===== src/rtl/bab_ram.sv =====
// generic simple dual-port ram, one write and one registered read port
// no dependencies
`default_nettype none

module bab_ram #(
    parameter int WIDTH = 32,
    parameter int DEPTH = 128,
    parameter int AW = (DEPTH > 1) ? $clog2(DEPTH) : 1
) (
    input  wire logic             clk,
    input  wire logic             wr_en,
    input  wire logic [AW-1:0]    wr_addr,
    input  wire logic [WIDTH-1:0] wr_data,
    input  wire logic             rd_en,
    input  wire logic [AW-1:0]    rd_addr,
    output logic      [WIDTH-1:0] rd_data
);

    logic [WIDTH-1:0] mem [DEPTH];

    always_ff @(posedge clk)
    begin
        if (wr_en)
        begin
            mem[wr_addr] <= wr_data;
        end
        if (rd_en)
        begin
            rd_data <= mem[rd_addr];
        end
    end

endmodule

`default_nettype wire


===== config.mk =====
export PLATFORM = sky130hd
export DESIGN_NAME = bab_ram
export DESIGN_NICKNAME = d
export VERILOG_FILES = /design/src/rtl/bab_ram.sv
export SDC_FILE = /design/constraint.sdc
export NUM_CORES = 2
export LEC_CHECK = 0
export BUFFER_PORTS_ARGS = -buffer_cell sky130_fd_sc_hd__buf_4
export CAP_MARGIN = 15
export CORE_ASPECT_RATIO = 0.75
export CORE_MARGIN = 3
export CORE_UTILIZATION = 25
export CTS_CLUSTER_SIZE = 30
export DETAILED_ROUTE_END_ITERATION = 10
export HOLD_SLACK_MARGIN = 0.1
export MAX_ROUTING_LAYER = met4
export PLACE_DENSITY = 0.5
export SLEW_MARGIN = 30
export SYNTH_ARGS = -nofsm -noshare
export SYNTH_HDL_FRONTEND = slang
export SYNTH_SLANG_ARGS = --single-unit

===== constraint.sdc =====
create_clock -name clk -period 4.27 [get_ports clk]
set_clock_uncertainty 0.1 [all_clocks]
set_input_delay 0.854 -clock clk [delete_from_list [all_inputs] [get_ports clk]]
set_output_delay 0.854 -clock clk [all_outputs]
set_load 0.01 [all_outputs]

# Yosys cells after proc, flatten, opt, wreduce, memory -nomap -nowiden
# Memory sizes are Yosys's and may differ from the RTL's. A register that Yosys moved wholly into a read port is not among the register bits.
# Cells that the tools add are included.
# totals
regBits	0
ram_bits	4096
inputBits	49
out_inout_bits	32
elab_cells	3
n_memories	1
# op_classes
muxes	2
# memory_table
name	depth	word_bits	read_ports	rd_ports_with_merged_regs	write_ports	line_no	rtl
mem	128	32	1	1	1	19	logic [WIDTH-1:0] mem [DEPTH];
# op_table
cell	count
2-to-1 mux 1 bit	2

# Longest topological paths before layout
# depth
word_depth	2
depth_mapped	8
depth_no_buf	4

# Least setup slack after synthesis
# Ideal clock, no wire load.
# synth_timing
path_kind	in2reg
from	input wr_en
to	memory mem[98][0] (enable)
setup_ns	0.461
t_arrival_ns	3.632
t_required_ns	3.709
path_slack_ns	0.077
stages	3
n_path_buf	1
path_cell_list	clkbuf_1 nand4_1 nor3_1
# synth_between
elab_chain_cells	2
# synth_rtl
item	line_no	rtl
start, declared	11	input wire logic wr_en,
2-to-1 mux 1 bit	23	if (wr_en)
2-to-1 mux 1 bit (implied by the code)	25	mem[wr_addr] <= wr_data;
end, declared	19	
# No other way between the ends.

==> run summary <==
TritonCTS Sinks: 4128
adder-cell share of the synthesized area: 0
global-route wire length before repair: 647000 um
Cell Rows: 251
HPWL after DPL: 282000 um
XOR/XNOR share of the synthesized area: 0
count of cell types in the netlist: 16
period utilisation layout: 0.803
post-layout util: 0.298
VDD IR-drop max: 0.319 mV
Routability Congestion: 0.792
fillcell total: 59442
worst-skew pair later-pin latency: 940 ps
vias in the first global route: 72897
Final Worst Setup Slack: 843 ps
Initial DRC Count: 11002
worst-path fanout max: 21
number of warnings issued by yosys: 0
Post-CTS Setup Inserts: 0
CTS buffer count: 384
syn avg cell area: 26.1 sq um
largest family of logic cells by synthesized area: multiplexers
layout cell share with drive strength beyond 1: 0.372
commonest non-fill, non-tap cell in the layout: edfxtp_1
Post-Syn Area: 0.157 sq mm
GRT Resource Usage Total: 0.151
Worst slew margin: 0.286
Seq cells post-synth: 4128
global route overflow: 0
final non-filler cell total: 15476
Die X: 920 um
placed instance count: 14563
final setup fails: 0
power per cell area: 450 mW/mm^2
CP endpoint kind: flop
Avg WL per Cell: 30.9 um
HP Class: in2reg
Clock Pin Slew Worst Setup and Hold Paths: 70 ps
Die Y-Extent: 691 um
antenna violations before repair: 103
worst slew pin tran: 1070 ps
Area Overhead vs Synth: 18.8%
Post-Synthesis Cells: 5990
IO Port Bufs: 80
boundary pin count: 81
Placement Setup Slack: -104 ps
unrepaired setup endpoints after global routing: false
Arr. time, crit path: 4000 ps
Compound-Gate Fraction of Synth Area: 0
fin nets: 6652
CTS tree: built
Post-Route WL: 479000 um
number of hold violations in the final report: 0
Final Max Slew Viols: 0
post-cts sizing count: 0
via count: 73007
post-synthesis mux area share: 0.196
Synth Net Count: 6039
Detail Route Antenna Nets: 0
Worst EP required: 4850 ps
drt drc: 0
Core Box Area: 0.624 sq mm
Max Fclk: 292 MHz
leakage: 55.4 nW
outcome: completed
Setup crit start kind: input port
post-route minimum period: 3430 ps
Seq/Total Area, Yosys: 0.792
most frequent cells in the layout: edfxtp_1, mux4_2, clkbuf_16, buf_4, buf_12
die footprint: 0.636 sq mm
setup total negative slack: 0 ps
DRT Pass-1 Iters: 5
Critical Setup Path Class: in2reg
Max clock buf depth: 4
largest net degree at the start of global routing: 129
via/cell ratio: 4.72
Starting Density: 0.251
simple-gate share of the synthesized area: 0.00445
H-tree Lvls: 5
root buf cell: clkbuf_16
MaxCap Viol Count: 0
-- critical path, stage by stage --
cell and delay [ps]:
buf_16 200, buf_12 260, buf_12 210, buf_4 260
mux4_2 530, mux4_2 650, mux4_2 650, mux2_2 310
-- cells by family after synthesis --
group / Yosys count
buffers and inverters: 316
flip-flops: 4128
AND/OR/NAND/NOR: 170
multiplexers: 1376
-- metrics by stage --
stage	cell area, sq um	hold WS [ps]	power (W)
final	186000	275	0.0838
after global routing	186000	222	0.0864
after CTS	185000	191	0.0846
after detailed placement	173000	1030	0.0507
after global placement	173000	1020	0.0506
after floorplan	157000	853	0.0479
-- sequential cells by signal, summed over array words and instances (netlist names) --
name,cells
mem,4096
rd_data,32
-- layout make-up --
type	count	area, sq um	share of cell area
clock buffers	457	10100	0.0541
flip-flops and latches	4128	124000	0.666
repair buffers	543	6620	0.0356
well taps	8349	10400	0.0562
diodes	223	558	0.00300
clock inverters	230	2070	0.0111
multi-input cells	1546	32300	0.174
-- cell usage after synthesis --
cell type | n | area share
edfxtp_1 | 4128 | 0.79
mux4_2 | 1344 | 0.19
clkbuf_1 | 182 | 0.0044
nor2_1 | 122 | 0.0029
buf_2 | 79 | 0.0025
buf_1 | 50 | 0.0012
mux2_2 | 32 | 0.0023
nand2_1 | 14 | 0.00034
nand3_1 | 12 | 0.00038
nor3_1 | 9 | 0.00029
nor2b_1 | 7 | 0.00028
buf_4 | 3 | 0.00014
nand4_1 | 3 | 0.00012
buf_6 | 2 | 0.00014
nand2b_1 | 2 | 0.000080
or3_1 | 1 | 0.000040
-- repair_timing --
action	in CTS	in global routing
endpoints found under the hold margin	7	0
setup endpoints to repair	0	0
hold buffers	1	0
-- metal layers --
layer	global-route usage	part of all wire	vias up
met5	-	0	-
li1	-	-	27962
met2	0.216	0.44	3537
met3	0.0415	0.11	497
met1	0.218	0.44	41011
met4	0.0263	0.018	0
-- path summary, 6_finish.rpt --
| kind | from | end | slack (ps) | depth (start not counted) |
|---|---|---|---|---|
| hold / removal | wr_data[9] | mem[4][9] | 280 | 1 |
| setup / recovery | rd_addr[0] | rd_data[7] | 840 | 8 |
| hold reg to reg | mem[76][12] | rd_data[12] | 1100 | 4 |
| setup reg to reg | mem[23][20] | rd_data[20] | 1330 | 4 |
-- power breakdown --
group | internal [W] | leakage (nW) | switching (W) | total, W
sequential | 0.0448 | 37.1 | 0.000172 | 0.0449
combinational | 0.00184 | 12.3 | 0.00295 | 0.00478
clock | 0.0190 | 5.93 | 0.0151 | 0.0340
No activity file was read; power rests on OpenSTA's default activity.
