**src/rtl/bab_pkg.sv**
```systemverilog
// shared codes and constants for the block allocation bitmap
// no dependencies; used by bab_word_scan and block_allocation_bitmap
`default_nettype none

package bab_pkg;

    localparam int INDEX_W = 12;
    localparam int COUNT_W = 13;
    localparam int INDEX_REACH = 4096;

    localparam logic [COUNT_W-1:0] BLOCK_COUNT_RESET = 13'd4096;

    localparam logic [1:0] FUNC_MARK_USED = 2'd0;
    localparam logic [1:0] FUNC_MARK_FREE = 2'd1;
    localparam logic [1:0] FUNC_FIND_FREE = 2'd2;

    typedef enum logic [6:0] {
        S_CLEAR = 7'b0000001,
        S_IDLE  = 7'b0000010,
        S_DIV   = 7'b0000100,
        S_READ  = 7'b0001000,
        S_WRITE = 7'b0010000,
        S_SCAN  = 7'b0100000,
        S_DONE  = 7'b1000000
    } state_t;

    typedef struct packed {
        logic                 range_error;
        logic                 free_found;
        logic [INDEX_W-1:0]   free_index;
    } result_t;

endpackage

`default_nettype wire

```
**src/rtl/bab_word_scan.sv**
```systemverilog
// lowest free bit of one map word, limited to the blocks still in range
// depends on bab_pkg
`default_nettype none

module bab_word_scan #(
    parameter int WORD_BITS = 32,
    parameter int BW = $clog2(WORD_BITS)
) (
    input  wire logic [WORD_BITS-1:0]        word,
    input  wire logic [bab_pkg::COUNT_W-1:0] remaining,
    output logic                             found,
    output logic [BW-1:0]                    pos
);

    logic [WORD_BITS-1:0] free_bits;

    always_comb
    begin
        for (int b = 0; b < WORD_BITS; b++)
        begin
            free_bits[b] = ~word[b] && (bab_pkg::COUNT_W'(b) < remaining);
        end
        found = |free_bits;
        pos = '0;
        for (int b = WORD_BITS - 1; b >= 0; b--)
        begin
            if (free_bits[b])
            begin
                pos = BW'(b);
            end
        end
    end

endmodule

`default_nettype wire

```
**config.mk**
```make
export PLATFORM = sky130hd
export DESIGN_NAME = bab_word_scan
export DESIGN_NICKNAME = d
export VERILOG_FILES = /design/src/rtl/bab_pkg.sv /design/src/rtl/bab_word_scan.sv
export SDC_FILE = /design/constraint.sdc
export NUM_CORES = 1
export LEC_CHECK = 0
export BUFFER_PORTS_ARGS = -buffer_cell sky130_fd_sc_hd__buf_2
export CORE_ASPECT_RATIO = 0.8
export CORE_MARGIN = 2
export CORE_UTILIZATION = 35
export DETAILED_ROUTE_END_ITERATION = 10
export PLACE_DENSITY = 0.62
export SLEW_MARGIN = 10
export SYNTH_ARGS = -nofsm -noshare
export SYNTH_HDL_FRONTEND = slang
export SYNTH_SLANG_ARGS = --single-unit
export TNS_END_PERCENT = 5
```
**constraint.sdc**
```tcl
create_clock -name vclk -period 2.7
set_input_delay 0.54 -clock vclk [all_inputs]
set_output_delay 0.54 -clock vclk [all_outputs]
set_load 0.1 [all_outputs]
```
After elaboration in Yosys (flattened, before gate mapping) --
Cells that the tools add are included. W data, S select, Z words.
Operators by class: reduce and logical (&&, ||, !) cells 33, bitwise logic cells 32, order comparisons 32, mux-type cells 32
Operators by type and width (number):
- $lt A5 B13 Y1 const A | 16
- $mux W5 | 32
- $lt A4 B13 Y1 const A | 8
- $lt A3 B13 Y1 const A | 4
- $logic_and A1 B1 Y1 | 32
- $not A1 Y1 | 32
- $reduce_or A32 Y1 | 1
- $lt A1 B13 Y1 const A | 2
- $lt A2 B13 Y1 const A | 2
Storage, ports and cells: output and inout port bits 6, register bits after elaboration 0, logic and storage cells 129, input bits 45

Longest topological paths before layout --
Gate-level depths: netlist of run 1.
word-level depth 34, gate-level depth with buffers 10, mapped depth without buffers 7

Worst setup path after synthesis of run 1 --
No wires, ideal clock.
path kind input-to-output, start point in remaining[1] (netlist bit), end point out pos[2], arrival time 4.164 ns, slack -2.004 ns, stages on the path 8, data required time 2.160 ns, path through clkbuf_1 > or4b_2 > o221ai_1 > and3_1 > a211oi_1 > nor2_1 > a21oi_1 > a211oi_1
Between the ends: longest elaborated chain between the ends 34, elaborated cells between the ends (all ways) 96, classes of those cells order compare: 32; mux: 32; reduce/logical: 32
Ends and longest elaborated chain:
- start, declared | line bab_word_scan.sv:10 | input wire logic [bab_pkg::COUNT_W-1:0] remaining,
- $lt A5 B13 Y1 | line bab_word_scan.sv:21 | free_bits[b] = ~word[b] && (bab_pkg::COUNT_W'(b) < remaining);
- $logic_and A1 B1 Y1 | line bab_word_scan.sv:21
- $mux W5 (31 in a row) | line bab_word_scan.sv:27 | if (free_bits[b])
- $mux W5 * | line bab_word_scan.sv:27
- end, declared | line bab_word_scan.sv:12 | output logic [BW-1:0] pos
Mark *: on every way between the ends. The rest lies on a longest branch, timed or not.

Worst setup path after layout of run 1 --
start point in remaining[5] (netlist bit), end point out pos[3]
The elaborated chain is that of the path after synthesis.

==> reports/results.ini, run 1 <==
[run_status]
status = complete, but fails checks
violations = negative setup slack

[floorplan]
fp.dieArea_um2 = 3970
ios = 51
placeableCoreArea_um2 = 3380
die_height_um = 56.8
initial_core_util = 0.361
rows = 19
die_w_um = 70.0

[drt]
via_per_inst = 5.58
drtIter0Drc = 116
drt_wl_total_mm = 4.64
vias = 1829
drt_first_pass_iters = 4
wl_per_cell_um = 14.1
antenna_left = 0
drc_errors = 0

[timing]
slew_headroom = 0.734
worst_slew_pin_slew_ps = 396
fmax_mhz = 308
setup_ws_ps = -546
final.hold.worst_slack_ps = 1690
fin_crit_ps = 3250
setup_viol = 6
finalMaxSlewViolations = 0
hold_viol_final = 0
rsz0062_at_grt = yes
post-route-period-util = 1.20

[critical_path]
path_cells = buf_4 -> or4_4 -> buf_4 -> nor4_4 -> o21a_1 -> a21oi_1 -> nor4_4 -> a21boi_4 -> buf_12
max_stage_delay_ps = 590
worstSetupPathType = in2out
timing.critical_path.arrival_ps = 2710
path_buf_inv = 3
path_depth = 9
slowest_stage = or4_4
cpLargestDelayFamily = simple AND/OR/NAND/NOR gates
path_max_fanout = 4
endpoint_kind = output pin
worstPathRequired_ps = 2160
cp-start-kind = primary input

[yosys]
synth_commonest_cells = 25 x a21oi_1, 17 x nand2_1, 15 x o21ai_0
synth-seq-area-share = 0
syn-cell-area_um2 = 1220
postSynthCellCount = 188
synth_top_area_frac = 0.103
avgSynthCellArea_um2 = 6.48
netlist-cell-type-count = 55
synthTopCellsByArea = a21oi_1 10%, nor4_4 7.0%, o21ai_0 6.2%
synth_top_cell_by_area = a21oi_1
yosys_warnings = 0
yosysMostFrequentCell = a21oi_1
synth.net_count = 233

[cells_and_area]
fillers = 326
seq_area_um2 = 0
num_antenna_cells = 0
clock_buffers = 0
seq_cells = 0
layout-drive-gt1-share = 0.503
final_net_count = 333
utilization = 0.632
syn_to_final_growth_pct = 74.9

[power]
peakVddDrop_mv = 0.100
internal_power_w = 0.000126
p_sw_w = 0.000145
clkPwrFrac = 0
power_w = 0.000271
power_frac_seq = 0
p_per_area_nw_per_um2 = 127
sw_frac_of_total = 0.534
p_leak_nw = 0.934
p_comb_frac = 1.000

[worst_hold_path]
hold_start = word[7]
min_path_cells = 5
hold_end = pos[0]
hold_class = in2out

[global_routing]
grt_antenna_before_repair = 0
grt_max_degree = 13
grt_pass1_wl_mm = 8.06
grtUsageTotal = 0.240
grt_overflow = 0
first_global_vias = 1725

[job]
drv_cap = 0

[placement]
preCtsSetupSlack_ps = -541
dp_hpwl_mm = 3.68
gp_congestion = 0.868
port_buffers = 51

[clock_network]
holdBufCountCts = 0

==> cell families (layout without fill, tap and decap cells) <==
logic type / count (synthesis) / in the layout / share of synthesized area
AND/OR/NAND/NOR: 73 / 73 / 0.390
AO/OA/AOI/OAI: 91 / 91 / 0.520
buffers and inverters: 24 / 122 / 0.0903
==> cell usage in the layout (no fill, tap or decap), types with 4 or more instances in the layout <==
cell / instances
nor4_4: 4
a21oi_2: 4
o21ai_0: 11
nor2b_1: 4
inv_1: 13
a21oi_1: 20
nand2b_1: 8
o21ai_1: 5
o211ai_1: 6
nand3_1: 6
buf_6: 5
a21o_1: 6
buf_2: 43
nor2_1: 7
a31oi_1: 4
buf_4: 55
buf_12: 6
nand2_1: 17
==> worst min-delay path: stages <==
cell and delay [ps]:
buf_2 110, nand2_1 50, a21oi_1 90, a21oi_4 170, buf_12 180
==> metrics by stage <==
stage	TNS [ps]	std cells	cell area (um^2)
floorplan	-2670	188	1310
global placement	-2720	323	2030
detailed placement	-2830	323	2030
CTS	-2710	327	2090
global route	-3480	328	2130
finish	-2870	328	2130
==> area by class of cell <==
class / instances / area, um^2 / share of cell area
repair buffers: 109 / 805 / 0.377
inverters: 13 / 48.8 / 0.0229
multi-input cells: 164 / 1230 / 0.575
well taps: 42 / 52.6 / 0.0246
==> power groups by stage <==
stage / Clock (W) / Sequential (W) / Combinational (W)
floorplan: 0 / 0 / 0.000133
global placement: 0 / 0 / 0.000255
detailed placement: 0 / 0 / 0.000257
CTS: 0 / 0 / 0.000263
global route: 0 / 0 / 0.000293
finish: 0 / 0 / 0.000271
==> worst max path at each step <==
| stage | start | to | slack, ps |
|---|---|---|---|
| 3_3_place_gp | remaining[9] | pos[4] | -510 |
| 5_1_grt | remaining[5] | pos[0] | -630 |
| 4_1_cts | remaining[8] | pos[3] | -500 |
| 2_1_floorplan | remaining[3] | pos[2] | -510 |
| 6_report | remaining[5] | pos[3] | -550 |
| 3_5_place_dp | remaining[9] | pos[4] | -540 |
==> routing by layer <==
layer,GRT usage,wire (um)
met1,0.356,2180
met2,0.399,2110
met3,0.0108,319
met4,0.0220,27
met5,0,0
==> timing repair <==
item,CTS,global route
resized for setup,6,12
buffers inserted,4,1
endpoints found under the setup margin,6,6
pin swaps,8,7
Note: power is estimated with default switching activity, not from simulation.
==> inputs of run 2 (changes only) <==
--- a/config.mk
+++ b/config.mk
@@ -5,12 +5,14 @@
 export SDC_FILE = /design/constraint.sdc
 export NUM_CORES = 1
 export LEC_CHECK = 0
+export ABC_AREA = 1
+export ABC_CLOCK_PERIOD_IN_PS = 2700
 export BUFFER_PORTS_ARGS = -buffer_cell sky130_fd_sc_hd__buf_2
 export CORE_ASPECT_RATIO = 0.8
 export CORE_MARGIN = 2
 export CORE_UTILIZATION = 35
 export DETAILED_ROUTE_END_ITERATION = 10
-export PLACE_DENSITY = 0.62
+export PLACE_DENSITY = 0.66
 export SLEW_MARGIN = 10
 export SYNTH_ARGS = -nofsm -noshare
 export SYNTH_HDL_FRONTEND = slang
==> reports/results.ini, run 2 <==
[drt]
drt_wl_total_mm = 3.11  ; -33%
drtIter0Drc = 45  ; -61%
wl_per_cell_um = 9.64  ; -32%
vias = 1455  ; -20%
drt_first_pass_iters = 4  ; unchanged
via_per_inst = 4.50  ; -19%
drc_errors = 0  ; unchanged
antenna_left = 0  ; unchanged

[global_routing]
grt_overflow = 0  ; unchanged
first_global_vias = 1310  ; -24%
grt_max_degree = 8  ; -5
grt_antenna_before_repair = 0  ; unchanged
grt_pass1_wl_mm = 5.39  ; -33%
grtUsageTotal = 0.205  ; -0.0355

[yosys]
synth_commonest_cells = 64 x nand2_1, 29 x nor2_1, 22 x inv_1
synth_compound_area_frac = 0.252  ; -0.268
avgSynthCellArea_um2 = 5.04  ; -22%
yosys_warnings = 0  ; unchanged
synthAdderAreaFrac = 0  ; unchanged
synth_top_cell_by_area = nand2_1
synthTopCellsByArea = nand2_1 25%, nor2_1 11%, inv_1 8.7%
synth_top_area_frac = 0.253  ; +0.151
synth.net_count = 233  ; unchanged
postSynthCellCount = 188  ; unchanged
synth_top_family_by_area = simple AND/OR/NAND/NOR gates
synth-seq-area-share = 0  ; unchanged
synthMuxAreaShare = 0  ; unchanged
netlist-cell-type-count = 29  ; -47%
yosys.area_share.simple = 0.616  ; +0.226
yosysMostFrequentCell = nand2_1
synth_xor_area_frac = 0  ; unchanged
syn-cell-area_um2 = 948  ; -22%

[floorplan]
ios = 51  ; unchanged
initial_core_util = 0.379  ; +0.0180
fp.dieArea_um2 = 3140  ; -21%
rows = 16  ; -3
die_w_um = 62.2  ; -11%
die_height_um = 50.6  ; -11%
placeableCoreArea_um2 = 2500  ; -26%

[placement]
place_area_um2 = 1700  ; -16%
gp_congestion = 0.857  ; -1.3%
port_buffers = 51  ; unchanged
dp_hpwl_mm = 2.64  ; -28%

[cells_and_area]
final_cell_mix = 61 x nand2_1, 52 x buf_4, 41 x buf_2, 24 x nor2_1, 17 x inv_1
fin_area_um2 = 1760  ; -17%
seq_cells = 0  ; unchanged
syn_to_final_growth_pct = 86.0
layout-drive-gt1-share = 0.523  ; +0.0192
clock_buffers = 0  ; unchanged
num_antenna_cells = 0  ; unchanged
layout_commonest_cell = nand2_1
seq_area_um2 = 0  ; unchanged
final_net_count = 334  ; +0.30%

[timing]
slew_headroom = 0.811  ; +0.0766
rsz0062_at_grt = yes
finalMaxSlewViolations = 0  ; unchanged
post-route-period-util = 1.24  ; +0.0397
fin_crit_ps = 3350  ; +107 ps
worst_slew_pin_slew_ps = 283  ; -113 ps
fmax_mhz = 298  ; -3.2%
hold_viol_final = 0  ; unchanged
setup_ws_ps = -654  ; -107 ps
setup_viol = 6  ; unchanged

[job]
drv_cap = 0  ; unchanged

[critical_path]
path_max_fanout = 7  ; +3
slowest_stage = buf_12
max_stage_delay_ps = 190  ; -400 ps
cp-start-kind = primary input
worstSetupPathType = in2out
endpoint_kind = output pin
timing.critical_path.arrival_ps = 2810  ; +100 ps
crit_top_cell = nand2_1
worstPathRequired_ps = 2160  ; about the same

[power]
peakVddDrop_mv = 0.0919  ; -8.3%
power_w = 0.000215  ; -20%
p_leak_nw = 0.960  ; +2.8%
p_per_area_nw_per_um2 = 122  ; -3.8%

[run_status]
violations = negative setup slack
status = complete, but fails checks

[worst_hold_path]
hold_class = in2out

[clock_network]
holdBufCountCts = 0  ; unchanged

-- run 2: cell count changes in the layout (fill, tap and decap cells not counted), sizes merged, moves of 5 or more --
cell	delta
a21o	-6
a21oi	-21
buf	-8
inv	+13
nand2	+56
nand2b	-8
nand3	-5
nor2	+27
nor2b	-5
o211ai	-5
o21ai	-12
o21bai	+11
-- run 2: logic make-up after synthesis --
family | count (synthesis)
AO/OA/AOI/OAI | 35
AND/OR/NAND/NOR | 124
buffers and inverters | 29
-- run 2: final timing paths --
kind                  cells past startpoint  slack [ps]          from     end
worst max-delay path                     35        -650  remaining[8]  pos[0]
worst min-delay path                      4        1530       word[1]  pos[0]
-- run 2: metrics by stage --
stage / worst slack (ps) / hold slack (ps) / util / setup TNS, ps / std cells
2_1_floorplan: -662 / 1370 / - / -2210 / 188
3_3_place_gp: -675 / 1500 / 0.681 / -2610 / 322
3_5_place_dp: -714 / 1510 / 0.681 / -2740 / 322
4_1_cts: -662 / 1520 / 0.702 / -2370 / 323
5_1_grt: -979 / 1550 / 0.705 / -3700 / 323
6_report: -654 / 1530 / 0.705 / -2500 / 323
-- run 2: worst max-delay path, delay by kind of cell --
kind	cells	cell delay (ps)
simple gates	31	1730
buf+inv	3	380
compound gates	1	140
-- run 2: layer usage --
metal | global-route usage | vias to the layer above | share of wire
met1 | 0.288 | 623 | 0.49
li1 | - | 797 | -
met2 | 0.371 | 35 | 0.46
met4 | 0.00370 | 0 | 0
met3 | 0.00673 | 0 | 0.047
met5 | 0 | - | 0
-- run 2: timing repair --
item                       CTS  global route
gates resized for setup     16             4
setup buffers                1             0
pin swaps                    8             2
setup endpoints to repair    6             6
-- run 2: report_power, final --
group | switching [W] | internal, W | total (W)
clock network | 0 | 0 | 0
registers | 0 | 0 | 0
logic | 0.000106 | 0.000110 | 0.000215
-- run 2: final cells by class --
cell class	instances	area [um^2]
fill	242	738
timing repair buffer	101	721
tap	36	45.0
multi-input combinational	159	896
inverter	27	103
==> inputs of run 3 (changes only) <==
--- a/config.mk
+++ b/config.mk
@@ -9,7 +9,6 @@
 export ABC_CLOCK_PERIOD_IN_PS = 2700
 export BUFFER_PORTS_ARGS = -buffer_cell sky130_fd_sc_hd__buf_2
 export CORE_ASPECT_RATIO = 0.8
-export CORE_MARGIN = 2
 export CORE_UTILIZATION = 35
 export DETAILED_ROUTE_END_ITERATION = 10
 export PLACE_DENSITY = 0.66
==> reports/results.ini, run 3 (synthesis gave the netlist of run 2 again) <==
[critical_path]
slowest_stage = nor3_1
crit_top_cell = nand2_1
timing.critical_path.arrival_ps = 2880  ; +70 ps
endpoint_kind = output pin
worstSetupPathType = in2out
path_max_fanout = 6  ; -1
worstPathRequired_ps = 2160  ; about the same
max_stage_delay_ps = 320  ; +130 ps
cp-start-kind = primary input
crit_path_start = remaining[2]

[cells_and_area]
seq_cells = 0  ; unchanged
layout_commonest_cell = nand2_1
layout-drive-gt1-share = 0.526  ; +0.00313
seq_area_um2 = 0  ; unchanged
syn_to_final_growth_pct = 88.9
num_antenna_cells = 0  ; unchanged
clock_buffers = 0  ; unchanged
final_cell_mix = 61 x nand2_1, 56 x buf_4, 41 x buf_2, 23 x nor2_1, 18 x inv_1
fin_area_um2 = 1790  ; +1.6%
fillers = 235  ; -2.9%
final_net_count = 338  ; +1.2%

[drt]
via_per_inst = 4.57  ; +1.6%
drc_errors = 0  ; unchanged
wl_per_cell_um = 9.98  ; +3.5%
drt_wl_total_mm = 3.26  ; +4.8%
vias = 1496  ; +2.8%
drtIter0Drc = 63  ; +40%
antenna_left = 0  ; unchanged
drt_first_pass_iters = 4  ; unchanged

[placement]
preCtsSetupSlack_ps = -760  ; -45.7 ps
place_area_um2 = 1730  ; +1.3%
port_buffers = 51  ; unchanged
gp_congestion = 0.849  ; -0.92%
dp_hpwl_mm = 2.81  ; +6.6%

[power]
p_leak_nw = 0.982  ; +2.2%
peakVddDrop_mv = 0.0864  ; -5.9%
power_w = 0.000221  ; +2.6%
p_per_area_nw_per_um2 = 123  ; +1.0%

[run_status]
violations = negative setup slack
status = complete, but fails checks

[clock_network]
holdBufCountCts = 0  ; unchanged

[timing]
post-route-period-util = 1.27  ; +0.0251
hold_viol_final = 0  ; unchanged
worst_slew_pin_slew_ps = 326  ; +42.8 ps
finalMaxSlewViolations = 0  ; unchanged
setup_ws_ps = -721  ; -67.8 ps
fin_crit_ps = 3420  ; +67.8 ps
slew_headroom = 0.781  ; -0.0295
setup_viol = 6  ; unchanged
fmax_mhz = 292  ; -2.0%
rsz0062_at_grt = yes

[floorplan]
placeableCoreArea_um2 = 2500  ; unchanged
die_height_um = 48.6  ; -4.0%
fp.dieArea_um2 = 2920  ; -7.0%
initial_core_util = 0.379  ; unchanged
die_w_um = 60.2  ; -3.2%
rows = 16  ; unchanged
ios = 51  ; unchanged

[worst_hold_path]
hold_start = word[1]
hold_class = in2out

[job]
drv_cap = 0  ; unchanged

[global_routing]
grt.busiest_layer = met2
grt_pass1_wl_mm = 5.46  ; +1.4%
use_met2 = 0.399  ; +0.0279
grt_max_degree = 8  ; unchanged
grt_use_met3 = 0  ; -0.00673
grt_overflow = 0  ; unchanged
grtUsageTotal = 0.232  ; +0.0272
first_global_vias = 1347  ; +2.8%
grt_use_met1 = 0.339  ; +0.0516
grt_antenna_before_repair = 0  ; unchanged

==> run 3: area by class of cell <==
class,instances,area [um^2],share of cell area
multi-input cells,159,893,0.499
repair buffers,105,751,0.419
well taps,36,45.0,0.0251
inverters,27,103,0.0573
==> run 3: through the flow <==
| stage | utilization | cells | setup TNS [ps] | hold WS [ps] |
|---|---|---|---|---|
| finish | 0.716 | 327 | -2590 | 1510 |
| CTS | 0.715 | 327 | -2530 | 1510 |
| detailed placement | 0.690 | 325 | -2890 | 1510 |
| global route | 0.716 | 327 | -3810 | 1530 |
| global placement | 0.690 | 325 | -2700 | 1500 |
| floorplan | - | 188 | -2210 | 1370 |
==> run 3: routing by layer <==
| layer | up-vias | share of wire |
|---|---|---|
| met3 | 0 | 0.033 |
| met1 | 656 | 0.51 |
| li1 | 803 | - |
| met4 | 0 | 0 |
| met5 | - | 0 |
| met2 | 37 | 0.46 |
==> run 3: where the power goes <==
group | total [W] | internal [W] | leakage (nW) | switching [W]
clock | 0 | 0 | 0 | 0
sequential | 0 | 0 | 0 | 0
combinational | 0.000221 | 0.000112 | 0.982 | 0.000109
total | 0.000221 | 0.000112 | 0.982 | 0.000109
==> run 3: worst max-delay path: cells and delay by family <==
kind,cells,cell delay (ps)
buffers and inverters,2,340
and+or+nand+nor,27,1700
AOI/OAI and AO/OA,2,300
==> run 3: what timing repair did <==
item | in CTS | in global routing
gates resized for setup | 15 | 2
pin swaps | 9 | 1
setup endpoints to repair | 6 | 6
setup buffers | 2 | 0
==> run 3: path summary, 6_finish.rpt <==
| path | end | slack (ps) | cells past startpoint |
|---|---|---|---|
| hold / removal | pos[0] | 1510 | 4 |
| setup / recovery | pos[0] | -720 | 31 |
